**config.mk**
```make
export PLATFORM = sky130hd
export DESIGN_NAME = hpe_step
export DESIGN_NICKNAME = d
export VERILOG_FILES = /design/src/rtl/hpe_pkg.sv /design/src/rtl/hpe_step.sv
export SDC_FILE = /design/constraint.sdc
export NUM_CORES = 2
export LEC_CHECK = 0
export ABC_CLOCK_PERIOD_IN_PS = 6640
export BUFFER_PORTS_ARGS = -buffer_cell sky130_fd_sc_hd__buf_4
export CORE_ASPECT_RATIO = 0.8
export CORE_MARGIN = 3
export CORE_UTILIZATION = 40
export DETAILED_ROUTE_END_ITERATION = 10
export GPL_TIMING_DRIVEN = 0
export MAX_ROUTING_LAYER = met4
export PLACE_DENSITY = 0.54
export REMOVE_ABC_BUFFERS = 1
export SLEW_MARGIN = 10
export SYNTH_ARGS = -nofsm -noshare
export SYNTH_HDL_FRONTEND = slang
export SYNTH_SLANG_ARGS = --single-unit
```
**constraint.sdc**
```tcl
create_clock -name clk -period 6.64 [get_ports clk]
set_clock_uncertainty 0.1 [all_clocks]
set_input_delay 1.328 -clock clk [delete_from_list [all_inputs] [get_ports clk]]
set_output_delay 1.328 -clock clk [all_outputs]
set_load 0.1 [all_outputs]
```
**src/rtl/hpe_pkg.sv**
```systemverilog
// shared types and constants of the horner polynomial evaluator
`default_nettype none
package hpe_pkg;
	localparam int MAX_COEFFS = 7;
	localparam int DATA_W = 32;
	localparam int TERMS_W = 3;
	localparam int ADDR_W = 5;
	localparam int PROD_W = 2 * DATA_W;

	localparam logic [TERMS_W-1:0] REG_TERMS = 3'd0;

	typedef logic signed [DATA_W-1:0] q_t;
	typedef logic [MAX_COEFFS-1:0][DATA_W-1:0] coef_arr_t;

	typedef struct packed {
		logic [TERMS_W-1:0] terms;
		coef_arr_t coef;
	} hpe_cfg_t;
endpackage
`default_nettype wire

```
**src/rtl/hpe_step.sv**
```systemverilog
// one horner step: multiply stage then shift, add and saturate stage
`default_nettype none
module hpe_step import hpe_pkg::*; #(
	parameter int FRAC_BITS = 16
) (
	input wire logic clk,
	input wire logic arst_n,
	input wire logic in_valid,
	output logic in_ready,
	input wire logic [DATA_W-1:0] in_x,
	input wire logic [DATA_W-1:0] in_acc,
	input wire logic in_ovf,
	input wire logic [DATA_W-1:0] coef,
	input wire logic active,
	output logic out_valid,
	input wire logic out_ready,
	output logic [DATA_W-1:0] out_x,
	output logic [DATA_W-1:0] out_acc,
	output logic out_ovf
);
	logic v_s1;
	logic [DATA_W-1:0] x_s1;
	logic [DATA_W-1:0] acc_s1;
	logic ovf_s1;
	logic signed [PROD_W-1:0] prod_s1;
	logic ready_s1;

	logic v_s2;
	logic [DATA_W-1:0] x_s2;
	logic [DATA_W-1:0] acc_s2;
	logic ovf_s2;
	logic ready_s2;

	logic signed [PROD_W-1:0] shifted;
	logic [PROD_W:0] sum;
	logic sat;
	logic [DATA_W-1:0] step_acc;

	assign ready_s2 = !v_s2 || out_ready;
	assign ready_s1 = !v_s1 || ready_s2;
	assign in_ready = ready_s1;

	// stage 1: full-width product
	always_ff @(posedge clk or negedge arst_n) begin
		if (!arst_n) begin
			v_s1 <= 1'b0;
		end else if (ready_s1) begin
			v_s1 <= in_valid;
		end
	end

	always_ff @(posedge clk) begin
		if (ready_s1 && in_valid) begin
			x_s1 <= in_x;
			acc_s1 <= in_acc;
			ovf_s1 <= in_ovf;
			prod_s1 <= $signed(in_acc) * $signed(in_x);
		end
	end

	// stage 2: scale, add coefficient, clamp
	always_comb begin
		shifted = prod_s1 >>> FRAC_BITS;
		sum = {shifted[PROD_W-1], shifted} + {{(PROD_W-DATA_W+1){coef[DATA_W-1]}}, coef};
		sat = !((&sum[PROD_W:DATA_W-1]) || !(|sum[PROD_W:DATA_W-1]));
		if (!sat) begin
			step_acc = sum[DATA_W-1:0];
		end else if (sum[PROD_W]) begin
			step_acc = {1'b1, {(DATA_W-1){1'b0}}};
		end else begin
			step_acc = {1'b0, {(DATA_W-1){1'b1}}};
		end
	end

	always_ff @(posedge clk or negedge arst_n) begin
		if (!arst_n) begin
			v_s2 <= 1'b0;
		end else if (ready_s2) begin
			v_s2 <= v_s1;
		end
	end

	always_ff @(posedge clk) begin
		if (ready_s2 && v_s1) begin
			x_s2 <= x_s1;
			if (active) begin
				acc_s2 <= step_acc;
				ovf_s2 <= ovf_s1 | sat;
			end else begin
				acc_s2 <= acc_s1;
				ovf_s2 <= ovf_s1;
			end
		end
	end

	assign out_valid = v_s2;
	assign out_x = x_s2;
	assign out_acc = acc_s2;
	assign out_ovf = ovf_s2;
endmodule
`default_nettype wire

```
## Yosys cells after proc, flatten, opt, wreduce, memory -nomap -nowiden

Cells that the tools add are included.

| storage, ports and cells | value |
|---|---|
| bits in registers | 196 |
| input bits | 102 |

| cells by class | value |
|---|---|
| add/sub/neg operators | 1 |
| $mul | 1 |
| mux-type cells | 4 |
| bitwise gates (word level) | 1 |
| reduce and logical (&&, ||, !) cells | 11 |

Operators with widths:

| cell | number |
|---|---|
| $mux W32 | 3 |
| $mul A32 B32 Y64 | 1 |
| $add A48 B32 Y49 | 1 |
| $reduce_and A34 Y1 | 1 |
| $reduce_or A34 Y1 | 1 |
| $logic_not A1 Y1 | 4 |
| $logic_or A1 B1 Y1 | 3 |
| $logic_and A1 B1 Y1 | 2 |
| $mux W1 | 1 |
| $or A1 B1 Y1 | 1 |

## Logic depth before layout (Yosys ltp)

| logic depth | value |
|---|---|
| word-level depth | 7 |
| gate-level depth with buffers | 29 |
| mapped depth without buffers | 28 |

## Worst setup path before layout

OpenSTA, ideal clock, no wires.

| timing path | value |
|---|---|
| path kind | input -> register |
| start | input in_acc[31] |
| end | register prod_s1[63] (data pin) |
| setup time | 260 ps |
| arrival time | 8825 ps |
| path slack | -2545 ps |
| stages | 27 |
| cell sequence | clkbuf_1 > nand2_1 > inv_1 > fa_1 > fa_1 > fa_1 > inv_1 > fa_1 > inv_1 > fa_1 > inv_1 > fa_1 > fa_1 > fa_1 > inv_1 > ha_1 > o21ai_0 > nor2_1 > nor2_1 > o31ai_1 > a211o_1 > a31oi_1 > a31oi_1 > o41ai_1 > o21bai_1 > a21oi_1 > xnor2_1 |

| on the way | value |
|---|---|
| longest elaborated chain between the ends | 1 |

RTL lines:

| what | line | source |
|---|---|---|
| start, declared | hpe_step.sv:11 | `input wire logic [DATA_W-1:0] in_acc,` |
| $mul A32 B32 Y64 | hpe_step.sv:57 | `prod_s1 <= $signed(in_acc) * $signed(in_x);` |
| end signal, assigned | hpe_step.sv:57 |  |
| end, declared | hpe_step.sv:25 | `logic signed [PROD_W-1:0] prod_s1;` |

No other way between the ends.
A chain may end at the register's enable or synchronous reset.

## Final worst setup path

| timing path | value |
|---|---|
| start | input in_x[4] |
| end | register prod_s1[57] (data pin) |

| on the way | value |
|---|---|
| longest elaborated chain between the ends | 1 |

RTL lines:

| what | line | source |
|---|---|---|
| start, declared | hpe_step.sv:10 | `input wire logic [DATA_W-1:0] in_x,` |
| $mul A32 B32 Y64 | hpe_step.sv:57 |  |

No other way between the ends.

==> metrics.yaml <==
final_layout:
  regArea_um2: 5400
  drive_above_1_share: 0.115
  synthToLayoutAreaGrowth_pct: 13.5
  multiInputGateArea_um2: 35900
  final_nets: 6036
  fill_cells: 10500
  fin_area_um2: 51200
timing:
  setup_viol_count_final: 45
  fmax_mhz: 119
  relSlewSlack: 0.222
  min_period_over_period: 1.26
  tns_ps: -50870
  timing.hold.ws_ps: 316
  layout_min_cycle_time_ps: 8380
  slew_viol_final: 0
  timing.final.ws_setup_ps: -1740
  rsz0062_at_grt: "true"
  hold_viol: 0
  tightest_slew_ps: 1170
yosys:
  synthTopCellsByCount: "fa_1, inv_1, nand2_1, and2_1, ha_1"
  netlist-cell-type-count: 93
  ys_seq_area_frac: 0.120
  synth-adder-area-share: 0.544
  synth_compound_area_frac: 0.0527
  synth-edff-count: 178
  synth-async-reset-ratio: 0.0111
  synth_xor_area_frac: 0.0179
  synth_top_area_cell: "fa_1"
  syn_inst: 4574
  yosysMostFrequentCell: "fa_1"
  synth_area_leaders: "fa_1, edfxtp_1, inv_1, and2_1, ha_1"
  synth_top_area_share: 0.480
  synthMuxAreaShare: 0.00158
  syn_area_um2: 45100
  synth_area_per_cell_um2: 9.86
  ys_ff_latch: 180
  synth-warning-count: 0
  synth_top_family_by_area: "adder cells"
  synthSimpleGateAreaFrac: 0.162
  ys.flop_type: "edfxtp_1"
outcome:
  outcome: "complete, but fails checks"
  violations: "negative setup slack"
critical_path:
  cp_top_family: "adder cells"
  critical-path-slowest-cell: "or4_4"
  path_buf_inv: 5
  cp.depth: 25
  crit_type: "input port to flip-flop"
  crit_fanout: 7
  cpMostUsedCell: "fa_1"
  cp_slowest_stage_delay_ps: 590
  critPathRequiredTime_ps: 6750
  crit_path_end_kind: "flip-flop"
  cp_data_arrival_time_ps: 8490
  start_kind: "input port"
  rr_worst_depth: 12
global_route:
  grt_pass1_vias: 34100
  overflow: 0
  met2_usage: 0.357
  grt_usage: 0.252
  grtUsageMet1: 0.381
  grt_pass1_wl_mm: 216
  grt_busiest_layer: "met1"
  use_met3: 0.0444
  antenna_found_initial: 11
  grt_max_degree: 75
route:
  drtIter0Drc: 2134
  vias_per_cell: 5.19
  dr.pass1.iters: 7
  wl_per_cell_um: 22.9
  vias: 31900
  ant_nets: 0
  wl_mm: 141
  drc: 0
floorplanning:
  core_um2: 111000
  rows: 109
  die-width_um: 381
  ios: 169
  fp.dieH_um: 306
  start_util: 0.406
  die_area_um2: 117000
clock_tree:
  cts_max_path_buffers: 2
  clk_latency_ps: 480
  cts_tree: "yes"
  cts_buffers: 17
  cts_root_buf: "clkbuf_16"
  cts_sinks: 180
  h-tree-depth: 4
  clk_pin_slew_ps: 80
placed_design:
  gp_congestion: 0.892
  post-dp-hpwl_mm: 98.6
  port_buffers: 168
  postPlaceCellArea_um2: 47400
worst_hold_path:
  hold_class: "flip-flop to flip-flop"
  holdPathStages: 0
job:
  maxCapViolCount: 0
[through the flow]
step | utilization | setup WS (ps) | std cells
after floorplan | - | -2320 | 4327
after global placement | 0.425 | -4020 | 5993
after detailed placement | 0.426 | -3780 | 5999
after CTS | 0.455 | -1630 | 6117
after global routing | 0.460 | -1880 | 6138
final | 0.460 | -1740 | 6143
[layer usage]
layer  share of wire  wire length, µm  vias up
met4           0.017             2400        0
met1            0.48            67700    16900
li1                -                -    13900
met2            0.42            59300      987
met3           0.079            11100       98
met5               0                0        -
[logic make-up (layout without fill, tap and decap cells)]
kind of cell,after synthesis,in the layout
AOI/OAI and AO/OA,332,332
xor gates and xnor gates,92,92
adders and majority gates,1310,1310
buffers and inverters,1214,1277
DFF,180,180
muxes,7,7
other,0,8
and+or+nand+nor,1439,1439
[area by class of cell]
class | instances | area share
clock inverter | 15 | 0.00421
multi-input combinational | 3180 | 0.701
timing repair buffer | 277 | 0.0723
sequential | 180 | 0.105
clock buffer | 17 | 0.00832
inverter | 967 | 0.0713
tap | 1498 | 0.0366
timing repair inverter | 1 | 0.000147
antenna | 8 | 0.000391
[cell usage in the layout, fill, tap and decap left out, drive strengths merged, types with 5 or more instances in the layout]
master    instances
nor2            145
or2              13
a21oi            84
nand2           560
nand3b            5
diode             8
and3             19
xnor2            61
clkinvlp          5
clkbuf           22
a21boi            8
bufbuf           15
and4              6
o21bai           10
o21ai            62
mux2i             6
o21a             20
o221ai           11
nand2b           19
xor2             31
and2            520
a21o             30
buf             257
nor2b            12
o22ai            18
nand3            44
a211oi            9
nor4              5
clkinv            9
ha              228
edfxtp          178
a31oi            10
o211ai           14
fa             1082
nor3             37
o31ai             5
nand4            40
o2111ai           6
inv             969
[state kept, by name, summed over array words and instances, names as in the netlist]
name       cells
prod_s1       48
acc_s1        32
out_acc       32
out_x         32
x_s1          32
out_ovf        1
out_valid      1
ovf_s1         1
v_s1           1
[worst paths after layout]
kind	to	slack (ps)	from
worst max-delay path	prod_s1[57]	-1740	in_x[4]
worst min-delay path	out_x[25]	320	x_s1[25]
worst min register to register	out_x[25]	320	x_s1[25]
min in group asynchronous	out_valid	530	arst_n
worst max register to register	out_acc[26]	1490	prod_s1[25]
max in group asynchronous	v_s1	5830	arst_n
[timing repair]
action	4_1_cts	5_1_grt
endpoints found under the setup margin	48	48
buffers inserted	64	17
pin swaps	94	56
hold buffers	0	0
gates cloned	23	5
gates resized for setup	333	79
Power is not shown: default switching activity piles up to over one toggle a cycle in this logic, so the estimate is an artifact.
