**config.mk**
```make
export PLATFORM = sky130hd
export DESIGN_NAME = hpe_cfg
export DESIGN_NICKNAME = d
export VERILOG_FILES = /design/src/rtl/hpe_pkg.sv /design/src/rtl/hpe_cfg.sv
export SDC_FILE = /design/constraint.sdc
export NUM_CORES = 1
export LEC_CHECK = 0
export ABC_CLOCK_PERIOD_IN_PS = 5400
export BUFFER_PORTS_ARGS = -buffer_cell sky130_fd_sc_hd__buf_2
export CAP_MARGIN = 30
export CORE_ASPECT_RATIO = 0.6
export CORE_MARGIN = 4
export CORE_UTILIZATION = 53
export CTS_CLUSTER_SIZE = 14
export DETAILED_ROUTE_END_ITERATION = 10
export PLACE_DENSITY = 0.81
export SYNTH_ARGS = -nofsm -noshare
export SYNTH_HDL_FRONTEND = slang
export SYNTH_SLANG_ARGS = --single-unit
```
**constraint.sdc**
```tcl
create_clock -name clk -period 5.4 [get_ports clk]
set_clock_uncertainty 0.2 [all_clocks]
set_input_delay 0.54 -clock clk [delete_from_list [all_inputs] [get_ports clk]]
set_output_delay 0.54 -clock clk [all_outputs]
set_load 0.1 [all_outputs]
```
**src/rtl/hpe_pkg.sv**
```systemverilog
// shared types and constants of the horner polynomial evaluator
`default_nettype none
package hpe_pkg;
	localparam int MAX_COEFFS = 7;
	localparam int DATA_W = 32;
	localparam int TERMS_W = 3;
	localparam int ADDR_W = 5;
	localparam int PROD_W = 2 * DATA_W;

	localparam logic [TERMS_W-1:0] REG_TERMS = 3'd0;

	typedef logic signed [DATA_W-1:0] q_t;
	typedef logic [MAX_COEFFS-1:0][DATA_W-1:0] coef_arr_t;

	typedef struct packed {
		logic [TERMS_W-1:0] terms;
		coef_arr_t coef;
	} hpe_cfg_t;
endpackage
`default_nettype wire

```
**src/rtl/hpe_cfg.sv**
```systemverilog
// configuration register file with apb-style access
`default_nettype none
module hpe_cfg import hpe_pkg::*; (
	input wire logic clk,
	input wire logic arst_n,
	input wire logic psel,
	input wire logic penable,
	input wire logic pwrite,
	input wire logic [ADDR_W-1:0] paddr,
	input wire logic [DATA_W-1:0] pwdata,
	output logic [DATA_W-1:0] prdata,
	output logic pready,
	output hpe_cfg_t cfg
);
	logic [TERMS_W-1:0] terms_q;
	coef_arr_t coef_q;
	logic [TERMS_W-1:0] idx;
	logic [TERMS_W-1:0] cidx;
	logic wr_en;

	assign pready = 1'b1;
	assign idx = paddr[ADDR_W-1:2];
	assign cidx = idx - 3'd1;
	assign wr_en = psel & penable & pwrite & pready;

	always_ff @(posedge clk or negedge arst_n) begin
		if (!arst_n) begin
			terms_q <= '0;
			coef_q <= '0;
		end else if (wr_en) begin
			if (idx == REG_TERMS) begin
				terms_q <= pwdata[TERMS_W-1:0];
			end else begin
				coef_q[cidx] <= pwdata;
			end
		end
	end

	always_comb begin
		if (idx == REG_TERMS) begin
			prdata = {{(DATA_W-TERMS_W){1'b0}}, terms_q};
		end else begin
			prdata = coef_q[cidx];
		end
	end

	assign cfg.terms = terms_q;
	assign cfg.coef = coef_q;
endmodule
`default_nettype wire

```
# == Word-level counts from Yosys, hierarchy flattened ==
# Index checks and enable logic that the tools add are counted.
# totals
register_bits,227
latch_bits,0
ramBits,0
romBits,0
input_bits,42
elab_cells,24
memories,0
# op_classes
addsub,1
multipliers,0
div_mod_pow,0
magnitude_cmp,2
eq_ne,0
shifts,0
mux,6
bitwise,3
n_reduce_logical,4
# ops
op,n
bitwise mux 224 bit,1
binary-select mux 32 bit (select 3 bit),1
demux 32 bit (select 3 bit),1
two-way mux 32 bit,3
less-than comparator 3 x 4 -> 1 bit (second input constant),1
AND reduction 2 bit,2
greater-or-equal comparator 3 x 1 -> 1 bit (second input constant),1
zero test 3 bit,1
subtractor 3 x 1 -> 3 bit (second input constant),1
bitwise AND 1 bit,2
logical AND 1 bit,1
NOT 1 bit,1

# == Logic depth before layout (Yosys ltp) ==
# Gate-level depths: netlist of run 1.
# depth
depth_word,6
depth_mapped,10
ltp_nobuf,6

# == Worst setup path before layout of run 1 ==
# Ideal clock, no wire load.
# synth_timing
kind,input to output
startpoint,in paddr[2]
endpoint,out prdata[12]
arrival_ns,4.186
t_required_ns,4.660
slack_ns,0.474
cell_stages,9
n_path_buf,4
cell_sequence,inv_2 > clkbuf_1 > ha_1 > buf_2 > buf_2 > nor2b_1 > clkbuf_1 > a221oi_1 > nor3_1
# synth_between
elab_chain_len,4
# synth_rtl
item,line,text
"start, declared",hpe_cfg.sv:9,"input wire logic [ADDR_W-1:0] paddr,"
subtractor 3 x 1 -> 3 bit,hpe_cfg.sv:23,assign cidx = idx - 3'd1;
binary-select mux 32 bit (select 3 bit),hpe_cfg.sv:43,prdata = coef_q[cidx];
two-way mux 32 bit (not written as such),hpe_cfg.sv:43,
two-way mux 32 bit (*),hpe_cfg.sv:40,if (idx == REG_TERMS) begin
"end, declared",hpe_cfg.sv:11,"output logic [DATA_W-1:0] prdata,"
# Mark *: on every way between the ends. The rest lies on a longest branch, timed or not. The select of a mux whose other input is x is not followed.

# == Worst setup path after layout of run 1 ==
# layout_timing
startpoint,in paddr[2]
endpoint,out prdata[8]
# Same word-level chain as after synthesis.

==> impl_metrics.ini, run 1 <==
[grt]
gr-total-overflow = 0
grt_antenna_before_repair = 1
global_route_wire_length_before_repair_um = 48600
grt_usage = 0.275
grt_start_max_net_pins = 116
first_global_vias = 7907

[finish]
design.final.nets = 1085
antenna_cells = 0
drive_gt1_frac = 0.559
nFillCells = 1438
postLayoutCellArea_sq_um = 13100
syn_to_final_growth_pct = 23.7

[yosys]
ys_seq_area_frac = 0.535
net_count_after_synthesis = 798
syn_area_per_cell_sq_um = 14.1
synthArstFlopShare = 1.00
ys_ff_latch = 227
synth_enable_flop_cells = 0
dominant_cells_by_area_after_synthesis = sky130_fd_sc_hd__dfrtp_1 54%, sky130_fd_sc_hd__mux2_2 21%, sky130_fd_sc_hd__mux2_1 6.5%
synth.largest_area_cell = sky130_fd_sc_hd__dfrtp_1
synth_top_cells_by_count = 227 x sky130_fd_sc_hd__dfrtp_1, 198 x sky130_fd_sc_hd__mux2_2, 61 x sky130_fd_sc_hd__mux2_1
synth.lib_cells_used.distinct = 43
synth.cell_area_sq_um = 10600
ys_warn_count = 0
postSynthCellCount = 754
ys.flop_type = sky130_fd_sc_hd__dfrtp_1
synth_most_common_cell = sky130_fd_sc_hd__dfrtp_1
post-synth-top-area-fraction = 0.535

[floorplanning]
coreArea_sq_um = 19300
die_w_um = 191
num_rows = 39
design.portCount = 302
die_h_um = 118
floorplan.initialDensity = 0.549
die-area_sq_um = 22400

[clock_network]
postCtsResizedCells = 0
numClockSinks = 227
clkTransAtPathRegs_ps = 60
clock_tree.buffer_depth = 3
cts_post_setup_buffers_inserted = 0
cts_buffers = 22
tritoncts = built
clkLatencyLatePin_ps = 500
cts_max_level = 1
root_buffer_selected_by_cts = sky130_fd_sc_hd__clkbuf_16

[flow_run]
max_cap_violations = 0

[worst_setup_path]
critical_path.max_stage_delay_ps = 540
criticalPathCategory = in -> out
cp_cell_sequence = buf_4 > inv_2 > ha_1 > xor2_4 > buf_4 > mux2i_1 > a22oi_1 > o22ai_1 > buf_2
critical_path.top_delay_family = buffers and inverters
critical_path.slowest_cell = sky130_fd_sc_hd__xor2_4
worst_ep_required_time_ps = 4660
critical_path.startpoint_type = input pin
cp_most_frequent_cell = sky130_fd_sc_hd__buf_4
timing.critical_path.arrival_ps = 3520
crit_buf_inv = 4
worst-path-max-fanout = 19
critical_path.endpoint_type = output pin

[detailed_routing]
vias = 7770
drc = 0
drt-total-wl_um = 31500
detailed_route_wire_length_per_cell_um = 23.9
detail-route-antenna-nets = 0
detail_route.vias_per_cell = 5.89
initialDrtViolationCount = 394
first_pass_iters = 5

[timing]
post-route-period-util = 0.788
period_needed_ps = 4260
max_transition_viols_final = 0
finalHoldViolCount = 0
unrepaired_setup_endpoints_after_global_routing = false
max_slew.worst_pin.slew_ps = 886
maximum_frequency_from_static_timing_analysis_mhz = 235
setup_violations = 0
worst_slew_margin_rel = 0.408
final_total_negative_setup_slack_ps = 0

[place]
placed_cell_area_sq_um = 12400
dp_hpwl_um = 21400
gp_congestion = 0.818
placement.io_buffers = 298

[run_status]
status = completed

[worst_hold_path]
hold_path_class = in -> reg
-- state kept, by name, summed over array words and instances (netlist names) --
signal,flops
cfg,224
terms_q,3
-- metrics by stage --
stage / utilization / std cells / setup WS [ps] / hold WS, ps
6_report: 0.679 / 1319 / 1140 / 151
5_1_grt: 0.679 / 1319 / 937 / 153
4_1_cts: 0.679 / 1319 / 1170 / 125
3_5_place_dp: 0.641 / 1282 / 1170 / 291
3_3_place_gp: 0.640 / 1281 / 1190 / 285
2_1_floorplan: - / 754 / 474 / 44.4
-- layer usage --
layer	routed length, um	vias to the layer above	part of all wire	GRT usage
met4	352	0	0.011	0.0417
met3	3100	27	0.098	0.0937
met2	14000	348	0.44	0.407
met1	14100	4036	0.45	0.406
met5	0	-	0	0
li1	-	3359	-	-
-- cells by family (layout without fill, tap and decap cells) --
kind of cell               Yosys count  count (layout)  synth area share
muxes                              294             294             0.336
DFF                                227             227             0.535
and+or+nand+nor                     94              94            0.0463
AOI/OAI and AO/OA                   75              75            0.0444
buffers and inverters               59             358            0.0317
adders and majority gates            2               2           0.00236
xor gates and xnor gates             2               2           0.00342
other                                1               1          0.000353
-- cells in the final DEF, fill, tap and decap left out, types with 3 or more instances in the layout --
master,count
sky130_fd_sc_hd__a21oi_1,11
sky130_fd_sc_hd__a221oi_1,12
sky130_fd_sc_hd__a31oi_1,16
sky130_fd_sc_hd__and2_1,6
sky130_fd_sc_hd__and3_1,13
sky130_fd_sc_hd__buf_12,4
sky130_fd_sc_hd__buf_2,296
sky130_fd_sc_hd__buf_4,16
sky130_fd_sc_hd__clkbuf_1,4
sky130_fd_sc_hd__clkbuf_16,23
sky130_fd_sc_hd__clkbuf_8,4
sky130_fd_sc_hd__clkinv_2,3
sky130_fd_sc_hd__dfrtp_1,227
sky130_fd_sc_hd__mux2_1,61
sky130_fd_sc_hd__mux2_2,198
sky130_fd_sc_hd__mux2i_1,11
sky130_fd_sc_hd__mux4_2,24
sky130_fd_sc_hd__nand2_1,22
sky130_fd_sc_hd__nor2_1,22
sky130_fd_sc_hd__nor3_1,12
sky130_fd_sc_hd__o21ai_0,27
-- area by class of cell --
class | instances | area (sq um) | share of cell area
Clock inverter | 5 | 75.1 | 0.00572
Timing Repair Buffer | 319 | 1730 | 0.132
Clock buffer | 31 | 646 | 0.0492
Tap cell | 266 | 333 | 0.0254
Sequential cell | 227 | 5680 | 0.433
Multi-Input combinational cell | 468 | 4640 | 0.354
Inverter | 3 | 11.3 | 0.000858
-- worst paths after layout --
check | start | end | slack (ps) | cells after the start
max | paddr[2] | prdata[8] | 1140 | 9
min | pwdata[27] | cfg[155] | 150 | 2
max reg2reg | cfg[199] | cfg[199] | 4360 | 1
min reg2reg | cfg[145] | cfg[145] | 300 | 1
max in group asynchronous | arst_n | cfg[14] | 3380 | 3
min in group asynchronous | arst_n | cfg[68] | 490 | 2
-- what timing repair did --
| item | in CTS | in global routing |
|---|---|---|
| endpoints found under the hold margin | 112 | 0 |
| endpoints found under the setup margin | 0 | 0 |
| hold buffers | 1 | 0 |
Power of run 1 is not shown: default switching activity piles up to over one toggle a cycle in this logic, so the estimate is an artifact.
==> run 2, diff against run 1 <==
Settings changed: ABC_AREA from default to 1, ABC_CLOCK_PERIOD_IN_PS 5400 to 4100, PLACE_DENSITY 0.81 to 0.8.
Clock period 5.4 ns to 4.1 ns, I/O delays scaled along.
==> run 2 against run 1 <==
Effect of this change: worst hold slack worse by 150 ps; critical path depth increased by 2; critical path type is now in -> reg; die area up 5.5%; register-to-register slack got worse by 1200 ps; final cell count up 57%; cell area increased by 8.6%; sequential share of layout area down 3.4 points; worst setup slack lost 230 ps; synthesized area increased by 5.8%; core utilization rose by 1.9 points; count of clock-buffer cells in the layout increased by 3; sequential cell count unchanged.
==> impl_metrics.ini, run 2 <==
[run_status]
status = completed

[place]
placement.io_buffers = 298
dp_hpwl_um = 25400
placed_cell_area_sq_um = 13300
dpl.cell_count = 2017
gp_congestion = 0.863

[grt]
gr-total-overflow = 0
grt_usage = 0.320
grt_antenna_before_repair = 1
globalRouteMet3Util = 0.0841
global_route_wire_length_before_repair_um = 60400
use_met1 = 0.452
global_route.usage.met2 = 0.498
grt_start_max_net_pins = 111
grt_most_used_layer = met2
first_global_vias = 10900

[pwr]
powerDensity_nw_per_um2 = 873
p_int_uw = 5120
p_sw_uw = 7330
ir_drop_mv = 0.749
p_sw_frac = 0.589
share_clk_of_total_power = 0.173
cellLeakagePower_uw = 0.00763
comb_power_frac = 0.566
power_uw = 12400
seqPwrFrac = 0.261

[detailed_routing]
vias = 11400
detail-route-antenna-nets = 0
detail_route.vias_per_cell = 5.53
initialDrtViolationCount = 1180
drc = 0
first_pass_iters = 5
drt-total-wl_um = 38600
detailed_route_wire_length_per_cell_um = 18.7

[clock_network]
clkLatencyLatePin_ps = 500
clock_tree.buffer_depth = 3
root_buffer_selected_by_cts = sky130_fd_sc_hd__clkbuf_16
numClockSinks = 227
clkTransAtPathRegs_ps = 70
tritoncts = built
cts_max_level = 1
cts_buffers = 22
cts_post_setup_buffers_inserted = 0

[finish]
final_core_utilization = 0.698
postLayoutCellArea_sq_um = 14200
final-instance-count-excl-fill = 2071
largest_register_ff_count = 224
syn_to_final_growth_pct = 26.9
layout.cells.most_common = sky130_fd_sc_hd__nand2_1
drive_gt1_frac = 0.217
design.final.nets = 1825
mostFrequentLayoutCells = 597 x sky130_fd_sc_hd__nand2_1, 264 x sky130_fd_sc_hd__buf_2, 227 x sky130_fd_sc_hd__dfrtp_1
nFillCells = 1696

[floorplanning]
die_w_um = 196
design.portCount = 302
die-area_sq_um = 23700
floorplan.initialDensity = 0.550
die_h_um = 121
coreArea_sq_um = 20400
num_rows = 40

[worst_hold_path]
hold_path_class = in -> reg
hold_path.startpoint = pwdata[13]

[timing]
max_slew.worst_pin.slew_ps = 965
unrepaired_setup_endpoints_after_global_routing = false
setup_violations = 0
period_needed_ps = 3190
worst_slew_margin_rel = 0.355
post-route-period-util = 0.778
maximum_frequency_from_static_timing_analysis_mhz = 314
final_total_negative_setup_slack_ps = 0
finalHoldViolCount = 0
max_transition_viols_final = 0

[worst_setup_path]
timing.critical_path.arrival_ps = 3430
worst-path-max-fanout = 47
cp_most_frequent_cell = sky130_fd_sc_hd__nand2_1
critical_path.endpoint_type = flop
worst_ep_required_time_ps = 4340
critical_path.startpoint_type = input pin
critical_path.slowest_cell = sky130_fd_sc_hd__nor2_4
crit_start = paddr[2]
critical_path.reg2reg.startpoint = cfg[153]
critical_path.max_stage_delay_ps = 900
criticalPathCategory = in -> reg
cp_cell_sequence = buf_4 > inv_2 > ha_1 > inv_1 > nand2_1 > nand2_2 > nor2_4 > inv_2 > nor2_4 > nand2_1 > nand2_1

[yosys]
synth_top_cells_by_count = 598 x sky130_fd_sc_hd__nand2_1, 227 x sky130_fd_sc_hd__dfrtp_1, 212 x sky130_fd_sc_hd__o21ai_0
ys_ff_latch = 227
synthArstFlopShare = 1.00
ys.flop_type = sky130_fd_sc_hd__dfrtp_1
synth.cell_area_sq_um = 11200
syn_area_per_cell_sq_um = 7.38
ys_warn_count = 0
net_count_after_synthesis = 1566
synth_most_common_cell = sky130_fd_sc_hd__nand2_1
post-synth-top-area-fraction = 0.506
ys_seq_area_frac = 0.506
dominant_cells_by_area_after_synthesis = sky130_fd_sc_hd__dfrtp_1 51%, sky130_fd_sc_hd__nand2_1 20%, sky130_fd_sc_hd__o21ai_0 9.4%
synth.largest_area_cell = sky130_fd_sc_hd__dfrtp_1
synth_enable_flop_cells = 0
synth.lib_cells_used.distinct = 23
postSynthCellCount = 1522

[flow_run]
max_cap_violations = 0
-- run 2: what timing repair did --
item,in CTS,in global routing
gates resized for setup,0,0
endpoints found under the hold margin,121,0
hold buffers,12,0
-- run 2: power groups by stage --
stage,sequential (uW),combinational [uW],clock (uW)
floorplan,7500,1370,0
global placement,3250,6960,0
detailed placement,3270,7020,0
CTS,3240,7050,2160
global route,3320,7300,2270
finish,3250,7050,2150
-- run 2: critical path, delay by kind of cell --
kind | cells | cell delay (ps)
and+or+nand+nor | 6 | 2010
buffers and inverters | 4 | 770
adders and majority gates | 1 | 200
-- run 2: per-layer routing --
metal  vias up  share of wire
li1       5289              -
met1      5423           0.41
met2       666           0.45
met3        68           0.12
met4         0          0.024
met5         -              0
-- run 2: path summary, 6_finish.rpt --
path	to	slack, ps	depth (start not counted)
max	cfg[141]	910	11
min	cfg[13]	5	3
max reg2reg	cfg[153]	3130	2
min reg2reg	cfg[195]	320	2
max in group asynchronous	cfg[133]	2200	3
min in group asynchronous	cfg[55]	340	2
-- run 2: cells by family after synthesis --
logic type	Yosys count	share of synthesized area
AOI/OAI and AO/OA	294	0.131
DFF	227	0.506
adders and majority gates	2	0.00223
buffers and inverters	249	0.0917
and+or+nand+nor	749	0.269
other	1	0.000334
-- run 2: cell type report --
cell class                      instances  area, sq um  share of cell area
Tap cell                              273          342              0.0240
Timing Repair Buffer                  334         2330               0.163
Multi-Input combinational cell       1046         4570               0.321
Clock inverter                          6         82.6             0.00580
Antenna cell                            1         2.50            0.000176
Sequential cell                       227         5680               0.399
Clock buffer                           34          677              0.0475
Inverter                              150          563              0.0395
-- run 2: per-stage QoR --
stage	hold WS (ps)	setup slack (ps)
4_1_cts	0.423	704
3_3_place_gp	285	600
6_report	5.32	910
2_1_floorplan	-85.6	56.4
3_5_place_dp	301	449
5_1_grt	8.32	690
(Power assumes the default switching activity.)
==> run 3, diff against run 2 <==
Settings changed: ABC_CLOCK_PERIOD_IN_PS 4100 to 3200.
Clock period 4.1 ns to 3.2 ns, I/O delays scaled along.
==> run 3 against run 2 <==
Effect of this change: worst setup slack got worse by 420 ps; largest power group unchanged; combinational power increased by 30%; via count increased by 2.3%; critical endpoint is now prdata[9]; first-iteration DRC count increased by 3.8%; total power increased by 28%; sequential share of layout area decreased by 1.2 points; largest cell class unchanged; count of clock-buffer cells in the layout decreased by 2; critical path depth decreased by 1.
==> impl_metrics.ini, run 3 (synthesized netlist as in run 2, its figures left out) <==
[run_status]
status = completed

[finish]
mostFrequentLayoutCells = 595 x sky130_fd_sc_hd__nand2_1, 264 x sky130_fd_sc_hd__buf_2, 227 x sky130_fd_sc_hd__dfrtp_1
layout.cells.most_common = sky130_fd_sc_hd__nand2_1
drive_gt1_frac = 0.230
postLayoutCellArea_sq_um = 14700
largest_register_ff_count = 224
final_core_utilization = 0.720
design.final.nets = 1854
antenna_cells = 0
syn_to_final_growth_pct = 30.8

[detailed_routing]
vias = 11700
first_pass_iters = 5
drc = 0
drt-total-wl_um = 40000
detailed_route_wire_length_per_cell_um = 19.0
initialDrtViolationCount = 1225
detail-route-antenna-nets = 0
detail_route.vias_per_cell = 5.58

[clock_network]
root_buffer_selected_by_cts = sky130_fd_sc_hd__clkbuf_16
tritoncts = built
postCtsResizedCells = 0
clock_tree.buffer_depth = 3
clkTransAtPathRegs_ps = 70
cts_buffers = 22
cts_max_level = 1
clkLatencyLatePin_ps = 510
numClockSinks = 227
cts_post_setup_buffers_inserted = 0

[timing]
setup_violations = 0
unrepaired_setup_endpoints_after_global_routing = false
max_slew.worst_pin.slew_ps = 780
max_transition_viols_final = 0
period_needed_ps = 2710
fin_hold_ws_ps = 234
post-route-period-util = 0.847
maximum_frequency_from_static_timing_analysis_mhz = 369
finalHoldViolCount = 0
worst_slew_margin_rel = 0.480

[pwr]
ir_drop_mv = 1.26
cellLeakagePower_uw = 0.00778
powerDensity_nw_per_um2 = 1090

[worst_setup_path]
criticalPathCategory = in -> out
worst_ep_required_time_ps = 2680
worst-path-max-fanout = 15
timing.critical_path.arrival_ps = 2190
critical_path.endpoint_type = output pin
worst_reg2reg_setup_slack_ps = 2260
critical_path.startpoint_type = input pin

[grt]
first_global_vias = 11200
global_route_wire_length_before_repair_um = 62900
grt_usage = 0.334
gr-total-overflow = 0
grt_antenna_before_repair = 0
grt_start_max_net_pins = 168

[flow_run]
max_cap_violations = 0

[place]
placement.io_buffers = 298
placed_cell_area_sq_um = 13600
dp_hpwl_um = 26900
gp_congestion = 0.878

[floorplanning]
die_h_um = 121
coreArea_sq_um = 20400
floorplan.initialDensity = 0.550
design.portCount = 302
num_rows = 40
die_w_um = 196
die-area_sq_um = 23700

[worst_hold_path]
hold_path_class = in -> async
[run 3: critical path, stage by stage]
cell and delay (ps):
sky130_fd_sc_hd__buf_4 130, sky130_fd_sc_hd__inv_2 90, sky130_fd_sc_hd__ha_2 320, sky130_fd_sc_hd__inv_2 320
sky130_fd_sc_hd__buf_4 290, sky130_fd_sc_hd__nand3_1 110, sky130_fd_sc_hd__nand2_1 120, sky130_fd_sc_hd__nand2_1 90
sky130_fd_sc_hd__a21oi_4 210, sky130_fd_sc_hd__buf_12 190
[run 3: where the power goes]
part / switching (uW) / total (uW) / internal (uW)
combinational: 7780 / 9160 / 1380
clock: 1130 / 2650 / 1510
sequential: 565 / 4180 / 3620
[run 3: cell type report]
cell class | instances | area (sq um)
Multi-Input combinational cell | 1046 | 4760
Timing Repair Buffer | 363 | 2630
Clock buffer | 32 | 659
Tap cell | 273 | 342
Sequential cell | 227 | 5680
Clock inverter | 8 | 65.1
Fill cell | 1603 | 5720
Inverter | 150 | 563
[run 3: routing by layer]
metal	wire length, um	vias up	part of all wire	global-route usage
met1	16500	5528	0.41	0.486
met5	0	-	0	0
met4	876	0	0.022	0.0859
li1	-	5337	-	-
met3	5220	72	0.13	0.0908
met2	17300	775	0.43	0.498
[run 3: timing repair]
item | CTS | global route
setup endpoints to repair | 0 | 0
hold buffers | 33 | 0
endpoints found under the hold margin | 313 | 0
[run 3: per-stage QoR]
step                worst slack, ps  cells  setup TNS, ps  power, uW
floorplan                      -165   1522           -165      11400
global placement                407   2026              0      13200
detailed placement              279   2026              0      13300
CTS                             509   2099              0      16000
global route                    388   2099              0      16500
finish                          488   2099              0      16000
[run 3: worst paths after layout]
check,start,endpoint,cells after the start
min reg2reg,cfg[152],cfg[152],2
min in group clk,penable,terms_q[2],5
max in group asynchronous,arst_n,cfg[46],3
max reg2reg,cfg[37],cfg[37],2
max,paddr[2],prdata[9],10
min,arst_n,cfg[55],2
